==> src/rtl/psg_pkg.sv <==
package psg_pkg;

    localparam logic FUNC_WRITE = 1'b0;
    localparam logic FUNC_TICK  = 1'b1;

    localparam logic [3:0] REG_TONE_A_LO = 4'd0;
    localparam logic [3:0] REG_NOISE_PER = 4'd6;
    localparam logic [3:0] REG_MIXER     = 4'd7;
    localparam logic [3:0] REG_AMP_A     = 4'd8;
    localparam logic [3:0] REG_ENV_LO    = 4'd11;
    localparam logic [3:0] REG_ENV_HI    = 4'd12;
    localparam logic [3:0] REG_ENV_SHAPE = 4'd13;

    localparam logic [7:0] SHAPE_IGNORE = 8'hFF;
    localparam logic [5:0] MIXER_RESET  = 6'h3F;
    localparam logic signed [17:0] SAMPLE_MAX = 18'sd32767;

    // one processed beat as seen by the voice units
    typedef struct packed {
        logic       fire;
        logic       tick;
        logic [3:0] addr;
        logic [7:0] data;
    } t_beat;

    typedef struct packed {
        logic phase;
        logic mark;
    } t_tone_stat;

    typedef struct packed {
        logic       refresh;
        logic [3:0] level;
    } t_env_stat;

    function automatic logic [13:0] vol_of(input logic [3:0] level);
        logic [13:0] v;
        unique case (level)
            4'd0:  v = 14'd0;
            4'd1:  v = 14'd128;
            4'd2:  v = 14'd207;
            4'd3:  v = 14'd309;
            4'd4:  v = 14'd480;
            4'd5:  v = 14'd809;
            4'd6:  v = 14'd1231;
            4'd7:  v = 14'd2277;
            4'd8:  v = 14'd2586;
            4'd9:  v = 14'd4469;
            4'd10: v = 14'd6170;
            4'd11: v = 14'd7610;
            4'd12: v = 14'd9711;
            4'd13: v = 14'd11817;
            4'd14: v = 14'd14100;
            default: v = 14'd16383;
        endcase
        return v;
    endfunction

    function automatic logic [2:0] shape_of(input logic [3:0] code);
        logic [2:0] s;
        unique case (code)
            4'd4, 4'd5, 4'd6, 4'd7, 4'd15: s = 3'd1;
            4'd8:  s = 3'd2;
            4'd10: s = 3'd3;
            4'd11: s = 3'd4;
            4'd12: s = 3'd5;
            4'd13: s = 3'd6;
            4'd14: s = 3'd7;
            default: s = 3'd0;
        endcase
        return s;
    endfunction

    function automatic logic [5:0] shape_len(input logic [2:0] sel);
        logic [5:0] n;
        unique case (sel)
            3'd1, 3'd4: n = 6'd17;
            3'd3, 3'd7: n = 6'd32;
            default:    n = 6'd16;
        endcase
        return n;
    endfunction

    function automatic logic [5:0] shape_loop(input logic [2:0] sel);
        logic [5:0] n;
        unique case (sel)
            3'd0, 3'd6: n = 6'd15;
            3'd1, 3'd4: n = 6'd16;
            default:    n = 6'd0;
        endcase
        return n;
    endfunction

    // 15 - x is ~x on four bits, 31 - p in the second half is ~p[3:0] too
    function automatic logic [3:0] env_level(input logic [2:0] sel, input logic [5:0] pos);
        logic       first;
        logic [3:0] p;
        logic [3:0] lv;
        first = ~pos[4];
        p     = pos[3:0];
        unique case (sel)
            3'd0, 3'd2: lv = first ? ~p : 4'd0;
            3'd1:       lv = first ? p : 4'd0;
            3'd3:       lv = first ? ~p : p;
            3'd4:       lv = first ? ~p : 4'hF;
            3'd5, 3'd6: lv = first ? p : 4'hF;
            default:    lv = first ? p : ~p;
        endcase
        return lv;
    endfunction

endpackage

==> src/rtl/psg_three_voice_sound_generator.sv <==
// Three-voice sound generator with tone, noise and envelope units and a 16-bit mixer.
// Each input beat is a register write (i_func low) or one generator tick (i_func high);
// every beat yields one output beat carrying the held sample, which only ticks update.
// Beats are taken at one per clock while the output is not stalled: a beat sits in the
// input register, all state is advanced in one combinational pass, and the sample lands
// in the output register. While a sample waits, the input register can still take one
// beat. Write the silence level only while idle.
module psg_three_voice_sound_generator #(
    parameter int TONE_DIVIDE     = 8,
    parameter int NOISE_DIVIDE    = 8,
    parameter int ENVELOPE_DIVIDE = 16
) (
    input  logic               i_clk,
    input  logic               i_rst_n,
    input  logic               i_cfg_wr_en,
    input  logic signed [15:0] i_cfg_wr_data,
    input  logic               i_in_valid,
    output logic               o_in_stall,
    input  logic               i_func,
    input  logic        [3:0]  i_reg_addr,
    input  logic        [7:0]  i_write_value,
    output logic               o_out_valid,
    input  logic               i_out_stall,
    output logic signed [15:0] o_sample
);

    logic signed [15:0] r_silence_level;
    logic               r_in_valid;
    logic               r_func;
    logic [3:0]         r_addr;
    logic [7:0]         r_data;
    logic               r_out_valid;
    logic signed [15:0] r_sample;

    logic [5:0]         r_mixer, n_mixer;
    logic [4:0]         r_amp [3];
    logic [4:0]         n_amp [3];
    logic [13:0]        r_vol [3];
    logic [13:0]        n_vol [3];
    logic [2:0]         r_mask, n_mask;
    logic signed [15:0] r_held, n_held;

    logic                advance;
    logic                fire;
    psg_pkg::t_beat      beat;
    psg_pkg::t_tone_stat tone [3];
    psg_pkg::t_env_stat  env;
    logic                noise_level;
    logic [2:0]          mark;
    logic signed [17:0]  sum;

    assign advance    = ~r_out_valid | ~i_out_stall;
    assign fire       = r_in_valid & advance;
    assign o_in_stall = r_in_valid & ~advance;

    assign beat.fire = fire;
    assign beat.tick = (r_func == psg_pkg::FUNC_TICK);
    assign beat.addr = r_addr;
    assign beat.data = r_data;

    for (genvar g = 0; g < 3; g++) begin : g_tone
        psg_tone #(
            .CH          (g),
            .TONE_DIVIDE (TONE_DIVIDE)
        ) u_tone (
            .i_clk      (i_clk),
            .i_rst_n    (i_rst_n),
            .i_beat     (beat),
            .i_noise_on (~r_mixer[3 + g]),
            .o_stat     (tone[g])
        );
    end

    psg_noise #(
        .NOISE_DIVIDE (NOISE_DIVIDE)
    ) u_noise (
        .i_clk   (i_clk),
        .i_rst_n (i_rst_n),
        .i_beat  (beat),
        .o_level (noise_level)
    );

    psg_envelope #(
        .ENVELOPE_DIVIDE (ENVELOPE_DIVIDE)
    ) u_envelope (
        .i_clk   (i_clk),
        .i_rst_n (i_rst_n),
        .i_beat  (beat),
        .o_stat  (env)
    );

    always_comb begin
        n_mixer = r_mixer;
        n_held  = r_held;
        sum     = {{2{r_silence_level[15]}}, r_silence_level};
        for (int i = 0; i < 3; i++) begin
            n_amp[i] = r_amp[i];
            n_vol[i] = r_vol[i];
            mark[i]  = 1'b0;
            if (fire && !beat.tick && r_addr == 4'(psg_pkg::REG_AMP_A + i)) begin
                n_amp[i] = r_data[4:0];
                n_vol[i] = r_data[4] ? psg_pkg::vol_of(env.level)
                                     : psg_pkg::vol_of(r_data[3:0]);
                mark[i]  = 1'b1;
            end
            if (fire && beat.tick) begin
                mark[i] = tone[i].mark;
            end
            // envelope step or shape write reloads channels that follow the envelope
            if (fire && env.refresh && r_amp[i][4]) begin
                n_vol[i] = psg_pkg::vol_of(env.level);
                mark[i]  = 1'b1;
            end
            if ((r_mixer[i] | tone[i].phase) & (r_mixer[3 + i] | noise_level)) begin
                sum = sum + {4'b0, n_vol[i]};
            end
        end
        n_mask = r_mask | mark;
        if (fire && !beat.tick && r_addr == psg_pkg::REG_MIXER) begin
            n_mixer = r_data[5:0];
            n_mask  = 3'b111;
        end
        if (fire && beat.tick && n_mask != 3'b000) begin
            n_mask = 3'b000;
            n_held = (sum > psg_pkg::SAMPLE_MAX) ? 16'sh7FFF : sum[15:0];
        end
    end

    always_ff @(posedge i_clk) begin
        if (!i_rst_n) begin
            r_silence_level <= '0;
            r_in_valid      <= 1'b0;
            r_out_valid     <= 1'b0;
            r_mixer         <= psg_pkg::MIXER_RESET;
            r_mask          <= 3'b111;
            r_held          <= '0;
            for (int i = 0; i < 3; i++) begin
                r_amp[i] <= '0;
                r_vol[i] <= '0;
            end
        end else begin
            if (i_cfg_wr_en) begin
                r_silence_level <= i_cfg_wr_data;
            end
            if (!o_in_stall) begin
                r_in_valid <= i_in_valid;
            end
            if (advance) begin
                r_out_valid <= r_in_valid;
            end
            r_mixer <= n_mixer;
            r_mask  <= n_mask;
            r_held  <= n_held;
            for (int i = 0; i < 3; i++) begin
                r_amp[i] <= n_amp[i];
                r_vol[i] <= n_vol[i];
            end
        end
    end

    // payload registers
    always_ff @(posedge i_clk) begin
        if (i_in_valid && !o_in_stall) begin
            r_func <= i_func;
            r_addr <= i_reg_addr;
            r_data <= i_write_value;
        end
        if (fire) begin
            r_sample <= n_held;
        end
    end

    assign o_out_valid = r_out_valid;
    assign o_sample    = r_sample;

endmodule

==> src/rtl/psg_tone.sv <==
module psg_tone #(
    parameter int CH          = 0,
    parameter int TONE_DIVIDE = 8
) (
    input  logic                 i_clk,
    input  logic                 i_rst_n,
    input  psg_pkg::t_beat       i_beat,
    input  logic                 i_noise_on,
    output psg_pkg::t_tone_stat  o_stat
);

    localparam int PerMax = 4095 * TONE_DIVIDE;
    localparam int CW     = $clog2(PerMax + 1);
    localparam logic [3:0] LoAddr = 4'(psg_pkg::REG_TONE_A_LO + 2 * CH);
    localparam logic [3:0] HiAddr = 4'(psg_pkg::REG_TONE_A_LO + 2 * CH + 1);

    logic [11:0]   r_period, n_period;
    logic [CW-1:0] r_cnt, n_cnt;
    logic          r_phase, n_phase;
    logic [CW-1:0] per;
    logic [CW-1:0] cnt_inc;
    logic          skip;
    logic          flip;

    assign per     = CW'(r_period) * CW'(TONE_DIVIDE);
    assign cnt_inc = r_cnt + CW'(1);

    always_comb begin
        n_period = r_period;
        n_cnt    = r_cnt;
        n_phase  = r_phase;
        skip     = 1'b0;
        flip     = 1'b0;
        if (i_beat.fire && i_beat.tick) begin
            // zero period: phase rises at once without counting
            if (per == '0 && !r_phase) begin
                n_phase = 1'b1;
                skip    = 1'b1;
                flip    = 1'b1;
            end else if (cnt_inc >= per) begin
                n_cnt   = '0;
                n_phase = ~r_phase;
                flip    = 1'b1;
            end else begin
                n_cnt = cnt_inc;
            end
        end else if (i_beat.fire) begin
            if (i_beat.addr == LoAddr) begin
                n_period[7:0] = i_beat.data;
            end
            if (i_beat.addr == HiAddr) begin
                n_period[11:8] = i_beat.data[3:0];
            end
        end
    end

    assign o_stat.phase = n_phase;
    assign o_stat.mark  = flip | (i_beat.fire & i_beat.tick & ~skip & i_noise_on);

    always_ff @(posedge i_clk) begin
        if (!i_rst_n) begin
            r_period <= '0;
            r_cnt    <= '0;
            r_phase  <= 1'b0;
        end else begin
            r_period <= n_period;
            r_cnt    <= n_cnt;
            r_phase  <= n_phase;
        end
    end

endmodule

==> src/rtl/psg_noise.sv <==
module psg_noise #(
    parameter int NOISE_DIVIDE = 8
) (
    input  logic           i_clk,
    input  logic           i_rst_n,
    input  psg_pkg::t_beat i_beat,
    output logic           o_level
);

    localparam int PerMax = 31 * NOISE_DIVIDE;
    localparam int NW     = $clog2(PerMax + 1);

    logic [4:0]    r_period, n_period;
    logic [NW-1:0] r_cnt, n_cnt;
    logic [16:0]   r_lfsr, n_lfsr;
    logic          r_level, n_level;
    logic [NW-1:0] per;
    logic [NW-1:0] cnt_inc;
    logic          fb;

    assign per     = NW'(r_period) * NW'(NOISE_DIVIDE);
    assign cnt_inc = r_cnt + NW'(1);
    assign fb      = r_lfsr[0] ^ r_lfsr[2];

    always_comb begin
        n_period = r_period;
        n_cnt    = r_cnt;
        n_lfsr   = r_lfsr;
        n_level  = r_level;
        if (i_beat.fire && i_beat.tick) begin
            if (cnt_inc >= per) begin
                n_cnt   = '0;
                n_lfsr  = {fb, r_lfsr[16:1]};
                n_level = r_level ^ fb;
            end else begin
                n_cnt = cnt_inc;
            end
        end else if (i_beat.fire && i_beat.addr == psg_pkg::REG_NOISE_PER) begin
            n_period = i_beat.data[4:0];
        end
    end

    assign o_level = n_level;

    always_ff @(posedge i_clk) begin
        if (!i_rst_n) begin
            r_period <= '0;
            r_cnt    <= '0;
            r_lfsr   <= 17'd1;
            r_level  <= 1'b0;
        end else begin
            r_period <= n_period;
            r_cnt    <= n_cnt;
            r_lfsr   <= n_lfsr;
            r_level  <= n_level;
        end
    end

endmodule

==> src/rtl/psg_envelope.sv <==
module psg_envelope #(
    parameter int ENVELOPE_DIVIDE = 16
) (
    input  logic               i_clk,
    input  logic               i_rst_n,
    input  psg_pkg::t_beat     i_beat,
    output psg_pkg::t_env_stat o_stat
);

    localparam int PerMax = 65535 * ENVELOPE_DIVIDE;
    localparam int EW     = $clog2(PerMax + 1);

    logic [15:0]   r_period, n_period;
    logic [EW-1:0] r_cnt, n_cnt;
    logic [2:0]    r_sel, n_sel;
    logic [5:0]    r_pos, n_pos;
    logic [EW-1:0] per;
    logic [EW-1:0] cnt_inc;
    logic [5:0]    pos_inc;
    logic          refresh;

    assign per     = EW'(r_period) * EW'(ENVELOPE_DIVIDE);
    assign cnt_inc = r_cnt + EW'(1);
    assign pos_inc = r_pos + 6'd1;

    always_comb begin
        n_period = r_period;
        n_cnt    = r_cnt;
        n_sel    = r_sel;
        n_pos    = r_pos;
        refresh  = 1'b0;
        if (i_beat.fire && i_beat.tick) begin
            if (cnt_inc >= per) begin
                n_cnt   = '0;
                refresh = 1'b1;
                // past the end of the shape: wrap or park on the hold step
                if (pos_inc >= psg_pkg::shape_len(r_sel)) begin
                    n_pos = psg_pkg::shape_loop(r_sel);
                end else begin
                    n_pos = pos_inc;
                end
            end else begin
                n_cnt = cnt_inc;
            end
        end else if (i_beat.fire) begin
            if (i_beat.addr == psg_pkg::REG_ENV_LO) begin
                n_period[7:0] = i_beat.data;
            end
            if (i_beat.addr == psg_pkg::REG_ENV_HI) begin
                n_period[15:8] = i_beat.data;
            end
            if (i_beat.addr == psg_pkg::REG_ENV_SHAPE && i_beat.data != psg_pkg::SHAPE_IGNORE) begin
                n_sel   = psg_pkg::shape_of(i_beat.data[3:0]);
                n_pos   = '0;
                refresh = 1'b1;
            end
        end
    end

    assign o_stat.refresh = refresh;
    assign o_stat.level   = psg_pkg::env_level(n_sel, n_pos);

    always_ff @(posedge i_clk) begin
        if (!i_rst_n) begin
            r_period <= '0;
            r_cnt    <= '0;
            r_sel    <= '0;
            r_pos    <= '0;
        end else begin
            r_period <= n_period;
            r_cnt    <= n_cnt;
            r_sel    <= n_sel;
            r_pos    <= n_pos;
        end
    end

endmodule
==> config.mk <==
export PLATFORM = sky130hd
export DESIGN_NAME = psg_three_voice_sound_generator
export DESIGN_NICKNAME = d
export VERILOG_FILES = /design/src/rtl/psg_pkg.sv /design/src/rtl/psg_three_voice_sound_generator.sv /design/src/rtl/psg_tone.sv /design/src/rtl/psg_noise.sv /design/src/rtl/psg_envelope.sv
export SDC_FILE = /design/constraint.sdc
export NUM_CORES = 1
export LEC_CHECK = 0
export BUFFER_PORTS_ARGS = -buffer_cell sky130_fd_sc_hd__clkbuf_2
export CAP_MARGIN = 15
export CELL_PAD_IN_SITES_DETAIL_PLACEMENT = 0
export CELL_PAD_IN_SITES_GLOBAL_PLACEMENT = 1
export CORE_MARGIN = 2
export CORE_UTILIZATION = 52
export CTS_CLUSTER_DIAMETER = 40
export DETAILED_ROUTE_END_ITERATION = 8
export PLACE_DENSITY = 0.95
export SYNTH_ARGS = -nofsm -noshare
export SYNTH_HDL_FRONTEND = slang
export SYNTH_SLANG_ARGS = --single-unit
==> constraint.sdc <==
create_clock -name i_clk -period 19.35 [get_ports i_clk]
set_input_delay 1.935 -clock i_clk [delete_from_list [all_inputs] [get_ports i_clk]]
set_output_delay 1.935 -clock i_clk [all_outputs]
set_load 0.01 [all_outputs]
# Word level (Yosys, flattened, before mapping)
# Memory sizes are Yosys's and may differ from the RTL's. A register that Yosys moved wholly into a read port is not among the register bits.
# Index checks and enable logic that the tools add are counted.
[totals]
reg_bits = 232
ramBits = 57
mem_count = 12
out_inout_bits = 18
romBits = 2064
[mem_list]
columns = ["memory", "depth", "width", "rd", "rd_ports_with_merged_regs", "wr", "line", "source"]
rows = [
  ["(no name shown)", 16, 14, 1, 0, 0, "psg_pkg.sv:38", "unique case (level)"],
  ["(no name shown)", 16, 14, 1, 1, 0, "psg_pkg.sv:38", ""],
  ["(no name shown)", 16, 14, 1, 0, 0, "psg_pkg.sv:38", ""],
  ["(no name shown)", 16, 14, 1, 0, 0, "psg_pkg.sv:38", ""],
  ["(no name shown)", 16, 14, 1, 1, 0, "psg_pkg.sv:38", ""],
  ["(no name shown)", 16, 14, 1, 0, 0, "psg_pkg.sv:38", ""],
  ["+6 memories", "-", "-", "-", "-", "-", "-", ""],
]
[op_classes]
bitwise_logic = 48
mux = 94
reduce_logical = 50
n_addsub = 9
order_cmp = 7
n_eq_ne = 26
[ops]
columns = ["op", "n"]
rows = [
  ["two-way mux 14 bit", 12],
  ["two-way mux 18 bit", 3],
  ["adder 15 x 1 -> 15 bit (second input constant)", 3],
  [">= comparator 15 bit", 3],
  ["zero test 15 bit", 3],
  ["two-way mux 15 bit", 3],
  ["two-way mux 6 bit", 7],
  ["two-way mux 1 bit", 41],
  ["two-way mux 4 bit", 10],
  ["adder 18 x 14 -> 18 bit", 2],
  ["two-way mux 16 bit", 2],
  ["two-way mux 5 bit", 6],
  ["AND reduction 3 bit", 9],
  ["== test 4 bit (second input constant)", 6],
  ["adder 20 x 1 -> 20 bit (second input constant)", 1],
  [">= comparator 20 bit", 1],
  ["two-way mux 20 bit", 1],
  ["one-hot mux 4 bit (5 select lines)", 1],
  ["== test 3 bit (second input constant)", 6],
  ["greater-than comparator 18 x 16 -> 1 bit (second input constant)", 1],
  ["adder 16 x 15 -> 17 bit", 1],
  ["logical AND 1 bit", 17],
  ["== test 4 x 3 -> 1 bit (second input constant)", 4],
  ["NOT 1 bit", 16],
  ["other kinds (26)", 75],
]

# Depth between registers and ports, before layout
# An unclocked memory read counts as a cell.
[depth]
word_depth = 25
ltp_mapped = 62
ltp_nobuf = 58

# Hierarchy
# From an unflattened synthesis, not the netlist that was laid out.
[hier_totals]
hier_cells = 2223
hier_area_um2 = 18649.1
[by_module_without_submodules]
columns = ["module", "cells_per_inst", "seq_area_each_um2", "area_per_inst_um2", "instances"]
rows = [
  ["psg_three_voice_sound_generator", 1014, 2912.8, 8456.9, 1],
  ["psg_envelope", 423, 900.9, 3494.6, 1],
  ["psg_tone (g_tone[1].u_tone)", 208, 560.5, 1740.4, 1],
  ["psg_tone (g_tone[0].u_tone)", 208, 560.5, 1735.4, 1],
  ["psg_tone (g_tone[2].u_tone)", 207, 560.5, 1732.9, 1],
  ["psg_noise", 163, 620.6, 1488.9, 1],
]

# Worst setup path before layout
# Ideal clock, no wire load.
[synth_path]
path_type = "register -> register"
from = "register u_envelope.r_cnt[0]"
to = "register r_sample[13], in the netlist o_sample[13] (data pin)"
synth_period_minus_slack_ns = 12.009
setup_time_ns = 0.265
path_slack_ns = 7.341
required_ns = 19.085
arrival_time_ns = 11.744
stages_incl_launch_ff = 61
path_cell_list = "dfxtp_1 -> and3_1 -> and3_1 -> and3_1 -> and3_1 -> and3_1 -> and3_1 -> and3_1 -> and3_1 -> clkbuf_1 -> xor2_1 -> ha_1 -> a21o_1 -> a211o_1 -> o21ai_0 -> nand2_1 -> clkbuf_1 -> nand2_1 -> (+25 left out) -> a21o_1 -> a21oi_1 -> o21ai_0 -> xor2_1 -> mux2_2 -> ha_1 -> a21oi_1 -> nor2b_1 -> nor4_1 -> a21oi_1 -> nor2_1 -> nor2_1 -> a221o_1 -> a21oi_1 -> nor3_2 -> a21oi_4 -> buf_4 -> a21oi_1"
[synth_rtl]
columns = ["item", "line", "source"]
rows = [
  ["from (decl)", "psg_envelope.sv:14", "logic [EW-1:0] r_cnt, n_cnt;"],
  ["from (signal assigned)", "psg_envelope.sv:71", "r_cnt <= n_cnt;"],
  ["to (signal assigned)", "psg_three_voice_sound_generator.sv:169", "r_sample <= n_held;"],
  ["to (decl)", "psg_three_voice_sound_generator.sv:33", "logic signed [15:0] r_sample;"],
]

==> results.md <==
- The run finished with clean final reports.
- For this configuration, the core starts out at a cell density of 52.9%.
- The worst-margin pin slew is approximately 1100 ps.
- The initial antenna violation count is 0.
- The first global-routing pass estimated 78.4 mm of wire.
- The synthesized instance count is 2,238.
- The level count of the clock H-tree is 2.
- The type of the worst setup path is flip-flop to flip-flop.
- The die is 192 µm tall.
- Gates resized during post-CTS repair numbered 0.
- The number of antenna diodes in the final layout is 0.
- The type of the worst min-delay path is flip-flop to flip-flop.
- STA puts the critical path data required time at between 15,000 and 20,000 ps.
- The number of setup buffers added after CTS is 0.
- In the final layout, flip-flops and latches occupy 0.00618 mm².
- The average vias per placed instance is 5.91.
- Once detail routing completed, the nets flagged for antenna violations numbered 0.
- The count of pins over their slew limit is 0.
- TritonCTS built the clock tree.
- The floorplan step defined a die boundary enclosing between 0.03 and 0.04 mm².
- The critical-path maximum fanout is 28.
- The multiplexer area fraction after synthesis is 5.00%.
- The synthesized netlist devotes 20.3% of its cell area to compound gates.
- The post-layout minimum cycle time is between 10,000 and 15,000 ps.
- The number of max-cap violations is 0.
- The worst register-to-register path ends at o_sample[4].
- Compared with the post-synthesis result, the final layout area differs by 11.1%.
- Global routing used 26.5% of the available tracks.
- By count the netlist is led by dfxtp_1 (265), nor2_1 (240), nand2_1 (220).
- The final worst clock skew is between 20 and 30 ps.
- Of the post-synthesis cell area, the dominant cell type holds 29.0%.
- The sequential area share after synthesis is 33.7%.
- The most frequently used cell type in the post-synthesis netlist is dfxtp_1.
- The number of cell rows is 68.
- The worst setup path endpoint is o_sample[4].
- In this run the count of I/O pins placed on the die edge is 52.
- For this run, design rule violations remaining after detail routing come to 0.
- The congestion estimate from routability-driven global placement came to 0.909.
- Once placement finished, the instance area stood at 0.0188 mm².
- The maximum single-stage delay on the critical path is 580 ps.
- In the global route stage, met1 resource usage came out at 32.8%.
- Averaged over all synthesized cells, the footprint is ~8.2 µm².
- The synthesis-stage register bit count is 294.
- In this run, synthesis inferred 29 flip-flops with an integrated enable.
- In the final routed layout, each cell accounts on average for 17.6 µm.
- The met3 track demand over resource in global routing is 3.87%.
- For this run, the detailed router's first-pass iteration total came to 6.
- CTS placed an instance of clkbuf_16 at the clock tree root.
- In this run the tightest slew margin relative to its limit is between 20% and 30%.
- The largest individual stage delay along the critical path comes from the cell a22oi_1.
- Global routing used 44.5% of the available met2 tracks.
- After routing the design area is 0.0203 mm².
- VDD sags by at most 0.0000677 V.
- The worst slack at placement is 6190 ps.
- After synthesis, the share of flip-flops with an asynchronous set or reset is 0%.
- The layer with the highest usage after global routing is met2.
- The launching element type of the critical path is a flip-flop.
- STA puts the critical path data arrival time at 13,670 ps.
- The die boundary width is 192 µm.
- Summing the areas of all fa, ha and maj instances in the mapped netlist gives around 9.8% of the synthesized area.
- The number of global-route vias before repair is between 15,000 and 20,000.
- Summing every instance area after synthesis gives 0.0183 mm².
- Tracing the worst setup path back leads to its startpoint at u_envelope.r_cnt[0].
- Setup violations remaining at the end of the flow were counted as 0.
- The worst-skew pair later-pin latency is 590 ps.
- The dominant combinational cell family by area after synthesis is simple AND/OR/NAND/NOR gates.
- For this design the ratio of total power to cell area is between 70 and 80 mW/mm².
- The Yosys step of the flow raised 0 warnings.
- The share of the core filled with cells is between 50 and 60%.
- The top achievable clock speed is 74.7 MHz.
- The origin of the critical flop-to-flop path is u_envelope.r_cnt[0].
- The setup slack after layout is 5960 ps.
- Buffers placed on the I/O ports in this run total 51.
- The via count of the routed design is 16,200.
- The net count after synthesis is 2,414.
- The number of clock buffers added by TritonCTS is 45.
- By area the synthesized netlist is led by dfxtp_1 (29%), ha_1 (9.5%), a21oi_1 (5.0%).
- The final number of hold-violating endpoints is 0.
- For this design, the CTS-stage hold fixing added 0 buffers.
- Setup repair after global routing left no endpoint under its margin.
- Across all register-to-register paths, the minimum setup slack is 5960 ps.
- The total wire length after detailed routing is 48.2 mm.
- The share of the cycle needed by the critical path after routing is 69.2%.
- The share of final-layout standard cells stronger than drive strength 1 is 8.60%.
- The count of filler cells inserted in the layout is 3,013.
- The leakage power figure is 8.62 nW.
- The setup TNS is 0 ps.
- The tree built by TritonCTS fans out to 294 sinks.
- The post-layout net count is 2,419.
- Synthesis instantiated 95 different standard cells from the library.
- Among all flip-flop cells after synthesis, the most frequent one is dfxtp_1.
- The longest clock path from root to sink contains 3 buffers.
- The violation count after the first detailed-route iteration is 1,174.
- For the worst flop-to-flop path, the logic depth is 59.
- The capturing element type of the critical path is a flip-flop.
- After clock tree synthesis, the clock-pin slew on the worst setup and hold paths is around 60 ps.
- The dominant cell type by area after synthesis is dfxtp_1.
- Entering global routing, the biggest net connects 96 pins.
- The wire-length estimate of the detail-placed layout is 34.3 mm.
- The xor and xnor area share after synthesis is 5.54%.
- The area of the core is 0.0346 mm².
- The remaining global-route overflow is 0.
- The multi-input logic area is 0.0113 mm².
- Summing the areas of all and, or, nand and nor instances in the mapped netlist gives 21.1% of the synthesized area.
-- metrics by stage --
| step | instances | hold slack [ps] | power, W |
|---|---|---|---|
| after floorplan | 2238 | 432 | 0.000750 |
| after global placement | 2650 | 435 | 0.000787 |
| after detailed placement | 2650 | 446 | 0.000789 |
| after CTS | 2734 | 453 | 0.00160 |
| after global routing | 2735 | 461 | 0.00164 |
| final | 2735 | 448 | 0.00159 |
-- sequential cells by signal (all words and copies together) (netlist names), 5 cells and up, named ones only --
signal	flops
g_tone.u_tone.r_cnt	45
u_noise.r_lfsr	17
r_data	8
o_sample	16
u_envelope.r_pos	6
u_envelope.r_cnt	20
r_vol	42
g_tone.u_tone.r_period	36
u_noise.r_period	5
r_mixer	6
r_held	16
u_noise.r_cnt	8
r_silence_level	16
u_envelope.r_period	16
-- worst max-delay path: cells and delay by family, from the launching register on --
kind                     cells  cell delay (ps)
AO/OA/AOI/OAI               22             4830
XOR/XNOR                     3              490
adder cells (fa/ha/maj)      6             1860
buffers and inverters        4              620
flip-flops                   1              400
multiplexers                 5             1190
AND/OR/NAND/NOR             19             3710
-- metal layers --
metal	part of all wire, %	vias up
met5	0	-
met4	4.7	0
met3	5.5	125
met2	47	506
met1	43	7525
li1	-	8009
-- cells in the final DEF (no fill, tap or decap), drive strengths merged, types with 18 or more instances in the layout --
cell type,count
nand2,220
edfxtp,29
a22oi,38
mux2i,70
nand2b,25
a21o,18
a211oi,35
xnor2,47
a21oi,185
inv,113
o21ai,143
nand3b,25
and2,52
o22ai,27
dfxtp,265
ha,139
nor2,240
nand3,98
xor2,68
nor3,28
clkbuf,108
and3,49
-- worst min path at each step --
stage,startpoint,end,slack [ps],depth (start not counted)
floorplan,u_noise.r_lfsr[11],u_noise.r_lfsr[10],430,2
global placement,u_noise.r_lfsr[16],u_noise.r_lfsr[15],430,2
detailed placement,u_noise.r_lfsr[12],u_noise.r_lfsr[11],450,2
CTS,u_noise.r_lfsr[12],u_noise.r_lfsr[11],450,2
global route,u_noise.r_lfsr[15],u_noise.r_lfsr[14],460,2
finish,u_noise.r_lfsr[12],u_noise.r_lfsr[11],450,2
-- kinds of logic (layout without fill, tap and decap cells) --
kind of cell	count (synthesis)	count (layout)
AND/OR/NAND/NOR	807	807
AO/OA/AOI/OAI	582	582
flip-flops	294	294
buffers and inverters	211	253
adder cells (fa/ha/maj)	142	142
XOR/XNOR	115	115
multiplexers	87	87
-- cell type report --
type                       count  area share, %
inverter                     103           1.93
clock inverter                27           1.44
sequential                   294           30.4
timing repair buffer          66           1.81
tap                          455           2.80
multi-input combinational   1733           55.6
clock buffer                  57           6.06
-- where the power goes --
group	internal, W	switching, W
Sequential	0.000632	0.0000170
Combinational	0.0000467	0.0000835
Clock	0.000491	0.000321
Power figures use the tool's default switching activity.
